===== config.mk =====
export PLATFORM = sky130hd
export DESIGN_NAME = three_level_irq_priority_queue
export DESIGN_NICKNAME = d
export VERILOG_FILES = /design/src/rtl/iqp_pkg.sv /design/src/rtl/three_level_irq_priority_queue.sv /design/src/rtl/iqp_mem.sv /design/src/rtl/iqp_ctrl.sv
export SDC_FILE = /design/constraint.sdc
export NUM_CORES = 1
export LEC_CHECK = 0
export BUFFER_PORTS_ARGS = -buffer_cell sky130_fd_sc_hd__buf_2
export CAP_MARGIN = 25
export CORE_MARGIN = 2
export CORE_UTILIZATION = 55
export CTS_CLUSTER_DIAMETER = 30
export DETAILED_ROUTE_END_ITERATION = 10
export GPL_TIMING_DRIVEN = 0
export MAX_ROUTING_LAYER = met4
export PLACE_DENSITY = 0.78
export SETUP_SLACK_MARGIN = 0.05
export SYNTH_ARGS = -nofsm -noshare
export SYNTH_HDL_FRONTEND = slang
export SYNTH_SLANG_ARGS = --single-unit
export TNS_END_PERCENT = 5

===== constraint.sdc =====
create_clock -name clk -period 6.44 [get_ports clk]
set_clock_uncertainty 0.15 [all_clocks]
set_input_delay 1.288 -clock clk [delete_from_list [all_inputs] [get_ports clk]]
set_output_delay 1.288 -clock clk [all_outputs]
set_load 0.01 [all_outputs]

===== src/rtl/iqp_pkg.sv =====
// ----------------------------------------------------------------------------
// iqp_pkg
// Shared types and codes of the three-level interrupt priority queue.
// ----------------------------------------------------------------------------
package iqp_pkg;

	localparam int LineW     = 4;
	localparam int IrqLines  = 16;
	localparam int MapW      = 64;
	localparam int CfgIdxW   = 3;

	typedef enum logic {
		CMD_ARRIVE = 1'b0,
		CMD_SERVE  = 1'b1
	} cmd_t;

	typedef enum logic [2:0] {
		ST_OK        = 3'd0,
		ST_INACTIVE  = 3'd1,
		ST_UNHANDLED = 3'd2,
		ST_FULL      = 3'd3,
		ST_EMPTY     = 3'd4
	} status_t;

	typedef enum logic [1:0] {
		LVL_HIGH = 2'd0,
		LVL_MED  = 2'd1,
		LVL_LOW  = 2'd2
	} level_t;

	// configuration register indexes
	localparam logic [CfgIdxW-1:0] CFG_ACTIVE   = 3'd0;
	localparam logic [CfgIdxW-1:0] CFG_HIGH     = 3'd1;
	localparam logic [CfgIdxW-1:0] CFG_MED_A    = 3'd2;
	localparam logic [CfgIdxW-1:0] CFG_MED_B    = 3'd3;
	localparam logic [CfgIdxW-1:0] CFG_LOW_A    = 3'd4;
	localparam logic [CfgIdxW-1:0] CFG_LOW_B    = 3'd5;
	localparam logic [CfgIdxW-1:0] CFG_SENS_MAP = 3'd6;

	typedef struct packed {
		logic             active;
		logic [LineW-1:0] high_line;
		logic [LineW-1:0] med_line_a;
		logic [LineW-1:0] med_line_b;
		logic [LineW-1:0] low_line_a;
		logic [LineW-1:0] low_line_b;
		logic [MapW-1:0]  sensor_map;
	} cfg_t;

	localparam cfg_t CfgReset = '{
		active:     1'b0,
		high_line:  4'd0,
		med_line_a: 4'd1,
		med_line_b: 4'd2,
		low_line_a: 4'd3,
		low_line_b: 4'd4,
		sensor_map: '0
	};

	// memory port command
	typedef struct packed {
		logic wr;
		logic rd;
	} mem_cmd_t;

	// outcome of one item as decided by the queue control
	typedef struct packed {
		status_t status;
		level_t  level;
		logic    pop;
	} res_t;

endpackage


===== src/rtl/three_level_irq_priority_queue.sv =====
// ----------------------------------------------------------------------------
// three_level_irq_priority_queue
// Sorts interrupt arrivals into high, medium and low queues and serves them
// in strict priority, mapping each served line to a sensor id.
// ----------------------------------------------------------------------------
// Use:
//   Input channel (in_valid/in_ready): cmd 0 queues irq_line, cmd 1 asks for
//   one queued interrupt. Every item gives exactly one result on the output
//   channel (out_valid/out_ready): served_valid, served_line, sensor_tag,
//   served_level and status.
//   Configuration: cfg_we with cfg_idx/cfg_data writes one register; write
//   only while no item is in flight.
//   Path: an accepted item's memory access and outcome are registered in
//   stage 1, then the result moves on into the output register.
//   Throughput: one item per cycle unless the output stalls; each item makes
//   at most one access to the single-port queue memory; pointers and counts update at acceptance.
//   Reset: pointers, counts and valid flags clear and the configuration takes
//   its reset values; the queue memory is not cleared and needs no clearing pass.
//   Stall: when out_ready is low the result holds in the output register, one
//   more item completes its memory access into the stage behind it, and then
//   in_ready drops until the output moves on.
// ----------------------------------------------------------------------------
module three_level_irq_priority_queue #(
	parameter int QUEUE_DEPTH = 16
) (
	input  logic                          clk,
	input  logic                          arst_n,
	input  logic                          cfg_we,
	input  logic [iqp_pkg::CfgIdxW-1:0]   cfg_idx,
	input  logic [iqp_pkg::MapW-1:0]      cfg_data,
	input  logic                          in_valid,
	output logic                          in_ready,
	input  logic                          cmd,
	input  logic [iqp_pkg::LineW-1:0]     irq_line,
	output logic                          out_valid,
	input  logic                          out_ready,
	output logic                          served_valid,
	output logic [iqp_pkg::LineW-1:0]     served_line,
	output logic [iqp_pkg::LineW-1:0]     sensor_tag,
	output logic [1:0]                    served_level,
	output logic [2:0]                    status
);
	import iqp_pkg::*;

	localparam int PTR_W  = $clog2(QUEUE_DEPTH);
	localparam int ADDR_W = PTR_W + 2;

	cfg_t              cfg_q;
	mem_cmd_t          mem_cmd;
	logic [ADDR_W-1:0] mem_addr;
	logic [LineW-1:0]  mem_wdata;
	logic [LineW-1:0]  mem_rdata;
	res_t              res;
	logic              accept;

	// stage 1: memory access in flight
	logic              valid_s1;
	res_t              res_s1;
	logic              advance_s1;

	// output register
	logic              out_valid_q;
	logic              served_valid_q;
	logic [LineW-1:0]  line_q;
	logic [LineW-1:0]  sid_q;
	level_t            level_q;
	status_t           status_q;

	// configuration registers, masked to their widths
	always_ff @(posedge clk or negedge arst_n) begin
		if (!arst_n) begin
			cfg_q <= CfgReset;
		end else if (cfg_we) begin
			unique case (cfg_idx)
				CFG_ACTIVE:   cfg_q.active     <= cfg_data[0];
				CFG_HIGH:     cfg_q.high_line  <= cfg_data[LineW-1:0];
				CFG_MED_A:    cfg_q.med_line_a <= cfg_data[LineW-1:0];
				CFG_MED_B:    cfg_q.med_line_b <= cfg_data[LineW-1:0];
				CFG_LOW_A:    cfg_q.low_line_a <= cfg_data[LineW-1:0];
				CFG_LOW_B:    cfg_q.low_line_b <= cfg_data[LineW-1:0];
				CFG_SENS_MAP: cfg_q.sensor_map <= cfg_data;
				default:      cfg_q            <= cfg_q;
			endcase
		end
	end

	// advance stage 1 when the output register is free or being emptied
	assign advance_s1 = valid_s1 && (!out_valid_q || out_ready);
	assign in_ready   = !valid_s1 || advance_s1;
	assign accept     = in_valid && in_ready;

	iqp_ctrl #(
		.QUEUE_DEPTH (QUEUE_DEPTH),
		.PTR_W       (PTR_W)
	) u_ctrl (
		.clk       (clk),
		.arst_n    (arst_n),
		.accept    (accept),
		.cmd       (cmd_t'(cmd)),
		.irq_line  (irq_line),
		.cfg       (cfg_q),
		.mem_cmd   (mem_cmd),
		.mem_addr  (mem_addr),
		.mem_wdata (mem_wdata),
		.res       (res)
	);

	iqp_mem #(
		.ADDR_W (ADDR_W),
		.DATA_W (LineW)
	) u_mem (
		.clk   (clk),
		.cmd   (mem_cmd),
		.addr  (mem_addr),
		.wdata (mem_wdata),
		.rdata (mem_rdata)
	);

	// hold the outcome beside the read that is under way
	always_ff @(posedge clk or negedge arst_n) begin
		if (!arst_n) begin
			valid_s1 <= 1'b0;
		end else if (accept) begin
			valid_s1 <= 1'b1;
		end else if (advance_s1) begin
			valid_s1 <= 1'b0;
		end
	end

	always_ff @(posedge clk) begin
		if (accept) begin
			res_s1 <= res;
		end
	end

	always_ff @(posedge clk or negedge arst_n) begin
		if (!arst_n) begin
			out_valid_q <= 1'b0;
		end else if (advance_s1) begin
			out_valid_q <= 1'b1;
		end else if (out_ready) begin
			out_valid_q <= 1'b0;
		end
	end

	// fields other than status read as zero unless an entry was served
	always_ff @(posedge clk) begin
		if (advance_s1) begin
			served_valid_q <= res_s1.pop;
			status_q       <= res_s1.status;
			line_q         <= res_s1.pop ? mem_rdata : '0;
			sid_q          <= res_s1.pop ? cfg_q.sensor_map[{mem_rdata, 2'b00} +: LineW] : '0;
			level_q        <= res_s1.pop ? res_s1.level : LVL_HIGH;
		end
	end

	assign out_valid    = out_valid_q;
	assign served_valid = served_valid_q;
	assign served_line  = line_q;
	assign sensor_tag   = sid_q;
	assign served_level = level_q;
	assign status       = status_q;

	a_served_ok: assert property (@(posedge clk) disable iff (!arst_n)
		out_valid_q && served_valid_q |-> status_q == ST_OK)
		else $error("served item without ok status");

	a_idle_zero: assert property (@(posedge clk) disable iff (!arst_n)
		out_valid_q && !served_valid_q |-> line_q == '0 && sid_q == '0 && level_q == LVL_HIGH)
		else $error("non-served result carries served fields");

	a_s1_hold: assert property (@(posedge clk) disable iff (!arst_n)
		valid_s1 && !advance_s1 |=> valid_s1 && $stable(res_s1))
		else $error("stalled stage lost its item");

endmodule


===== src/rtl/iqp_mem.sv =====
// ----------------------------------------------------------------------------
// iqp_mem
// Single-port queue storage with a registered read, one access per cycle.
// ----------------------------------------------------------------------------
module iqp_mem #(
	parameter int ADDR_W = 6,
	parameter int DATA_W = 4
) (
	input  logic              clk,
	input  iqp_pkg::mem_cmd_t cmd,
	input  logic [ADDR_W-1:0] addr,
	input  logic [DATA_W-1:0] wdata,
	output logic [DATA_W-1:0] rdata
);
	import iqp_pkg::*;

	logic [DATA_W-1:0] mem [2**ADDR_W];
	logic [DATA_W-1:0] rdata_q;

	always_ff @(posedge clk) begin
		if (cmd.wr) begin
			mem[addr] <= wdata;
		end
	end

	always_ff @(posedge clk) begin
		if (cmd.rd) begin
			rdata_q <= mem[addr];
		end
	end

	assign rdata = rdata_q;

endmodule


===== src/rtl/iqp_ctrl.sv =====
// ----------------------------------------------------------------------------
// iqp_ctrl
// Classifies arrivals, picks the queue to serve and keeps head, tail and
// occupancy of the three queues; issues at most one memory access per item.
// ----------------------------------------------------------------------------
module iqp_ctrl #(
	parameter int QUEUE_DEPTH = 16,
	parameter int PTR_W       = 4
) (
	input  logic                       clk,
	input  logic                       arst_n,
	input  logic                       accept,
	input  iqp_pkg::cmd_t              cmd,
	input  logic [iqp_pkg::LineW-1:0]  irq_line,
	input  iqp_pkg::cfg_t              cfg,
	output iqp_pkg::mem_cmd_t          mem_cmd,
	output logic [PTR_W+1:0]           mem_addr,
	output logic [iqp_pkg::LineW-1:0]  mem_wdata,
	output iqp_pkg::res_t              res
);
	import iqp_pkg::*;

	localparam int CNT_W = $clog2(QUEUE_DEPTH + 1);
	localparam logic [PTR_W-1:0] LastPtr = PTR_W'(QUEUE_DEPTH - 1);
	localparam logic [CNT_W-1:0] FullCnt = CNT_W'(QUEUE_DEPTH);

	logic [PTR_W-1:0] head_q  [3];
	logic [PTR_W-1:0] tail_q  [3];
	logic [CNT_W-1:0] count_q [3];

	logic   arr_match;
	level_t arr_lvl;
	logic   srv_any;
	level_t srv_lvl;
	level_t sel_lvl;
	logic   in_range;

	assign in_range = (32'(irq_line) < IrqLines);

	// arrival classification: high first, then medium, then low
	always_comb begin
		arr_match = 1'b1;
		arr_lvl   = LVL_HIGH;
		priority if (!in_range) begin
			arr_match = 1'b0;
		end else if (irq_line == cfg.high_line) begin
			arr_lvl = LVL_HIGH;
		end else if (irq_line == cfg.med_line_a || irq_line == cfg.med_line_b) begin
			arr_lvl = LVL_MED;
		end else if (irq_line == cfg.low_line_a || irq_line == cfg.low_line_b) begin
			arr_lvl = LVL_LOW;
		end else begin
			arr_match = 1'b0;
		end
	end

	// service picks the highest non-empty queue
	always_comb begin
		srv_any = 1'b1;
		srv_lvl = LVL_HIGH;
		priority if (count_q[LVL_HIGH] != '0) begin
			srv_lvl = LVL_HIGH;
		end else if (count_q[LVL_MED] != '0) begin
			srv_lvl = LVL_MED;
		end else if (count_q[LVL_LOW] != '0) begin
			srv_lvl = LVL_LOW;
		end else begin
			srv_any = 1'b0;
		end
	end

	always_comb begin
		mem_cmd    = '0;
		res.status = ST_OK;
		res.level  = LVL_HIGH;
		res.pop    = 1'b0;
		sel_lvl    = (cmd == CMD_ARRIVE) ? arr_lvl : srv_lvl;
		unique case (cmd)
			CMD_ARRIVE: begin
				priority if (!cfg.active) begin
					res.status = ST_INACTIVE;
				end else if (!arr_match) begin
					res.status = ST_UNHANDLED;
				end else if (count_q[arr_lvl] == FullCnt) begin
					res.status = ST_FULL;
				end else begin
					mem_cmd.wr = accept;
				end
			end
			CMD_SERVE: begin
				if (!srv_any) begin
					res.status = ST_EMPTY;
				end else begin
					res.pop    = 1'b1;
					res.level  = srv_lvl;
					mem_cmd.rd = accept;
				end
			end
			default: res.status = ST_OK;
		endcase
	end

	assign mem_addr  = {sel_lvl, (cmd == CMD_ARRIVE) ? tail_q[sel_lvl] : head_q[sel_lvl]};
	assign mem_wdata = irq_line;

	// advance the pointer and occupancy of the queue touched by this item
	always_ff @(posedge clk or negedge arst_n) begin
		if (!arst_n) begin
			for (int i = 0; i < 3; i++) begin
				head_q[i]  <= '0;
				tail_q[i]  <= '0;
				count_q[i] <= '0;
			end
		end else if (mem_cmd.wr) begin
			tail_q[sel_lvl]  <= (tail_q[sel_lvl] == LastPtr) ? '0
				: tail_q[sel_lvl] + PTR_W'(1);
			count_q[sel_lvl] <= count_q[sel_lvl] + CNT_W'(1);
		end else if (mem_cmd.rd) begin
			head_q[sel_lvl]  <= (head_q[sel_lvl] == LastPtr) ? '0
				: head_q[sel_lvl] + PTR_W'(1);
			count_q[sel_lvl] <= count_q[sel_lvl] - CNT_W'(1);
		end
	end

	a_count_bound: assert property (@(posedge clk) disable iff (!arst_n)
		count_q[0] <= FullCnt && count_q[1] <= FullCnt && count_q[2] <= FullCnt)
		else $error("queue occupancy above depth");

	a_one_access: assert property (@(posedge clk) disable iff (!arst_n)
		!(mem_cmd.wr && mem_cmd.rd))
		else $error("write and read issued together");

	a_push_count: assert property (@(posedge clk) disable iff (!arst_n)
		mem_cmd.wr |=> count_q[$past(sel_lvl)] == $past(count_q[sel_lvl]) + CNT_W'(1))
		else $error("push did not raise occupancy");

endmodule

==> results.md <==
* Period utilisation layout at between 90% and 100%
* Routed len/inst at around 23 um
* DR pass1 iterations at 6
* DRT iter0 DRCs at 1247
* Setup-failing EPs final at 0
* CTS Hold Bufs at 0
* Routed metal-1 wirelength at 14800 um
* Cell taking the most area after synthesis: edfxtp_1
* Share of the synthesized area in the top cell type at between 40% and 50%
* Die area at 29300 um^2
* WP data required at ~6.5 ns
* CP max FO at between 40 and 50
* Root Buffer: clkbuf_16
* Row count at approximately 60
* Final worst path period need at 6.25 ns
* WP data arrival at 6.30 ns
* Setup tns final at 0 ns
* Startpoint types: input pin
* Worst Max-Slew Pin Slew at a little under 1 ns
* Met3 WL post-DR at 4020 um
* MaxCap Viol Count at 0
* Power Density at ~460 nW/um^2
* Final hold violation count at 0
* Unrepaired setup endpoints after global routing: false
* Most used DFF post-synth: edfxtp_1
* Post-Syn Instances at roughly 1100
* DIE WIDTH at about 170 um
* Worst Setup End Kind: flop
* Top post-synthesis cells by area: edfxtp_1, dfrtp_1, mux2_2
* First-pass GRT wire length at just over 60000 um
* Num CTS Buffers at between 60 and 70
* IO buf count at between 90 and 100
* Syn Std Cell Area at 15400 um^2
* Overall power at 8520 uW
* Post-detailed-route count of antenna-violating nets at 0
* Core area at around 28000 um^2
* Filler cell count at ~1900
* Final Max Slew Viols at 0
* Vias per inst at approximately 6.2
* DR top layer: met4
* Async SR Flop Fraction at ~37%
* YS warnings at 0
* Syn_area_per_cell at 13.7 um^2
* Post-synth EDFFs at between 200 and 250
* CTS resizes at 0
* CTS tree: yes
* Final net count at around 1400
* Worst skew pair latency at about 0.57 ns
* Crit-path slowest cell: buf_2
* Max Fclk at approximately 0.16 GHz
* TritonCTS Sinks at between 300 and 400
* Max clock buf depth at 3
* Final WL at approximately 40000 um
* Vias in the first global route at between 10000 and 15000
* Status: complete, no violations
* Grt ovf at 0
* Most common cell in the netlist: edfxtp_1
* Hpwl dp at roughly 25000 um
* # DRC at 0
* Pin count of the biggest net entering global routing at 76
* Post-synthesis sequential area ratio at 62.7%
* Distinct cells, synth at 79
* Die H at 171 um
* Boundary Pins at just over 90
* Type of the worst setup path: in -> reg
* Postcts setup bufs at 0
* Syn Nets at roughly 1200
* GPL Wtd Cong at 0.941
* Syn-to-layout area delta at 21.5%
* Worst Hold Class: reg -> reg
* Post-synth top cells: edfxtp_1, dfrtp_1, mux2_2, nand2_1, nor2_1
* Leak at ~0.0072 uW
* Slowest stage delay, CP at between 0.7 and 0.8 ns
* Slew Limit Headroom at around 34%
* Initial Utilization at roughly 56%
* Via count at 10655
* Clock slew at reported path FFs at 0.05 ns
* Met2 WL at 19500 um
* H-Tree Depth at 3
* CP Cell Sequence: buf_2 -> buf_2 -> xor2_1 -> nor4_1 -> o2111ai_1 -> a21boi_0 -> a211o_1 -> nand3_1 -> nand2_1 -> clkbuf_1 -> nand2_1 -> nor2_1
* Max IR drop VDD at about 330 uV
* Yosys reg bits at roughly 340
* Share of layout cells above drive strength 1 at between 30% and 40%
* Initial antenna violation count at 1
* GRT Util Overall at between 20 and 30%
==> layer usage <==
| layer | global-route usage, % | vias up |
|---|---|---|
| met1 | 35.0 | 5207 |
| met4 | 12.9 | 0 |
| li1 | - | 4654 |
| met3 | 6.33 | 137 |
| met5 | - | - |
| met2 | 46.3 | 657 |
==> per-stage QoR <==
step / setup slack, ns / instance area, um^2 / cells / util (%) / hold slack, ns
6_report: 0.192 / 18700 / 1722 / 67.7 / 0.272
5_1_grt: 0.0743 / 18700 / 1722 / 67.7 / 0.286
4_1_cts: 0.414 / 18700 / 1721 / 67.7 / 0.276
3_5_place_dp: -0.0487 / 16400 / 1594 / 59.2 / 0.258
3_3_place_gp: 0.0628 / 16300 / 1593 / 59.1 / 0.254
2_1_floorplan: 2.10 / 15400 / 1123 / - / 0.250
==> state kept, by name, summed over array words and instances, names as in the netlist, 6 cells and up, named ones only <==
signal / cells
cfg_q: 85
u_ctrl.tail_q: 12
u_ctrl.count_q: 12
res_s1: 6
u_mem.mem: 192
u_ctrl.head_q: 12
==> power by group <==
| group | switching (uW) | internal [uW] |
|---|---|---|
| Sequential | 150 | 2600 |
| Clock | 1240 | 2320 |
| Combinational | 1320 | 888 |
==> cell usage in the layout (no fill, tap or decap), types with 6 or more instances in the layout <==
| cell | instances |
|---|---|
| mux2_2 | 119 |
| a221oi_1 | 17 |
| bufinv_16 | 6 |
| a21oi_1 | 12 |
| mux4_2 | 20 |
| and3_1 | 17 |
| a22oi_1 | 36 |
| o41ai_1 | 6 |
| buf_2 | 109 |
| edfxtp_1 | 216 |
| nand4b_1 | 7 |
| a32oi_1 | 15 |
| xnor2_1 | 17 |
| clkbuf_16 | 71 |
| mux2i_1 | 19 |
| inv_6 | 6 |
| buf_4 | 6 |
| nor2_1 | 64 |
| nand2b_1 | 7 |
| xor2_1 | 12 |
| clkinv_1 | 8 |
| a311oi_1 | 7 |
| buf_6 | 11 |
| nand2_1 | 115 |
| clkinv_2 | 9 |
| clkbuf_1 | 30 |
| nand3_1 | 48 |
| clkinv_4 | 9 |
| a21boi_0 | 7 |
| nor4_1 | 6 |
| o21ai_0 | 45 |
| o21ai_1 | 8 |
| clkinvlp_4 | 6 |
| dfrtp_1 | 121 |
| and2_1 | 21 |
| inv_1 | 9 |
| nand4_1 | 10 |
==> final timing paths <==
| path | start | to | slack (ns) | depth (start not counted) |
|---|---|---|---|---|
| max | irq_line[3] | u_mem.mem[31][2] | 0.19 | 12 |
| min | res_s1[3] | status[0] | 0.27 | 0 |
| max reg2reg | cfg_q[69] | u_mem.mem[31][2] | 1.51 | 10 |
| min reg2reg | res_s1[3] | status[0] | 0.27 | 0 |
| max in group asynchronous | arst_n | cfg_q[76] | 4.83 | 2 |
| min in group asynchronous | arst_n | cfg_q[18] | 0.52 | 1 |
==> area by class of cell <==
cell class / instances / area [um^2] / share of cell area, %
flip-flops and latches: 342 / 9650 / 51.6
multi-input cells: 707 / 5310 / 28.4
clock buffers: 80 / 1840 / 9.84
clock inverters: 47 / 504 / 2.70
repair buffers: 93 / 494 / 2.64
well taps: 378 / 473 / 2.53
plain buffers: 63 / 387 / 2.07
inverters: 11 / 41.3 / 0.221
diodes: 1 / 2.50 / 0.0134
==> worst max-delay path, delay by kind of cell <==
kind,cells,cell delay [ns]
and+or+nand+nor,5,2.11
xor gates and xnor gates,1,0.10
AOI/OAI and AO/OA,3,1.14
buffers and inverters,3,1.63
==> kinds of logic after synthesis <==
| logic type | synth area share [%] |
|---|---|
| AO/OA/AOI/OAI | 9.27 |
| XOR/XNOR | 1.65 |
| adder cells (fa/ha/maj) | 0.325 |
| buffers and inverters | 2.78 |
| flip-flops | 62.7 |
| multiplexers | 13.0 |
| AND/OR/NAND/NOR | 10.3 |
(Power assumes the default switching activity.)
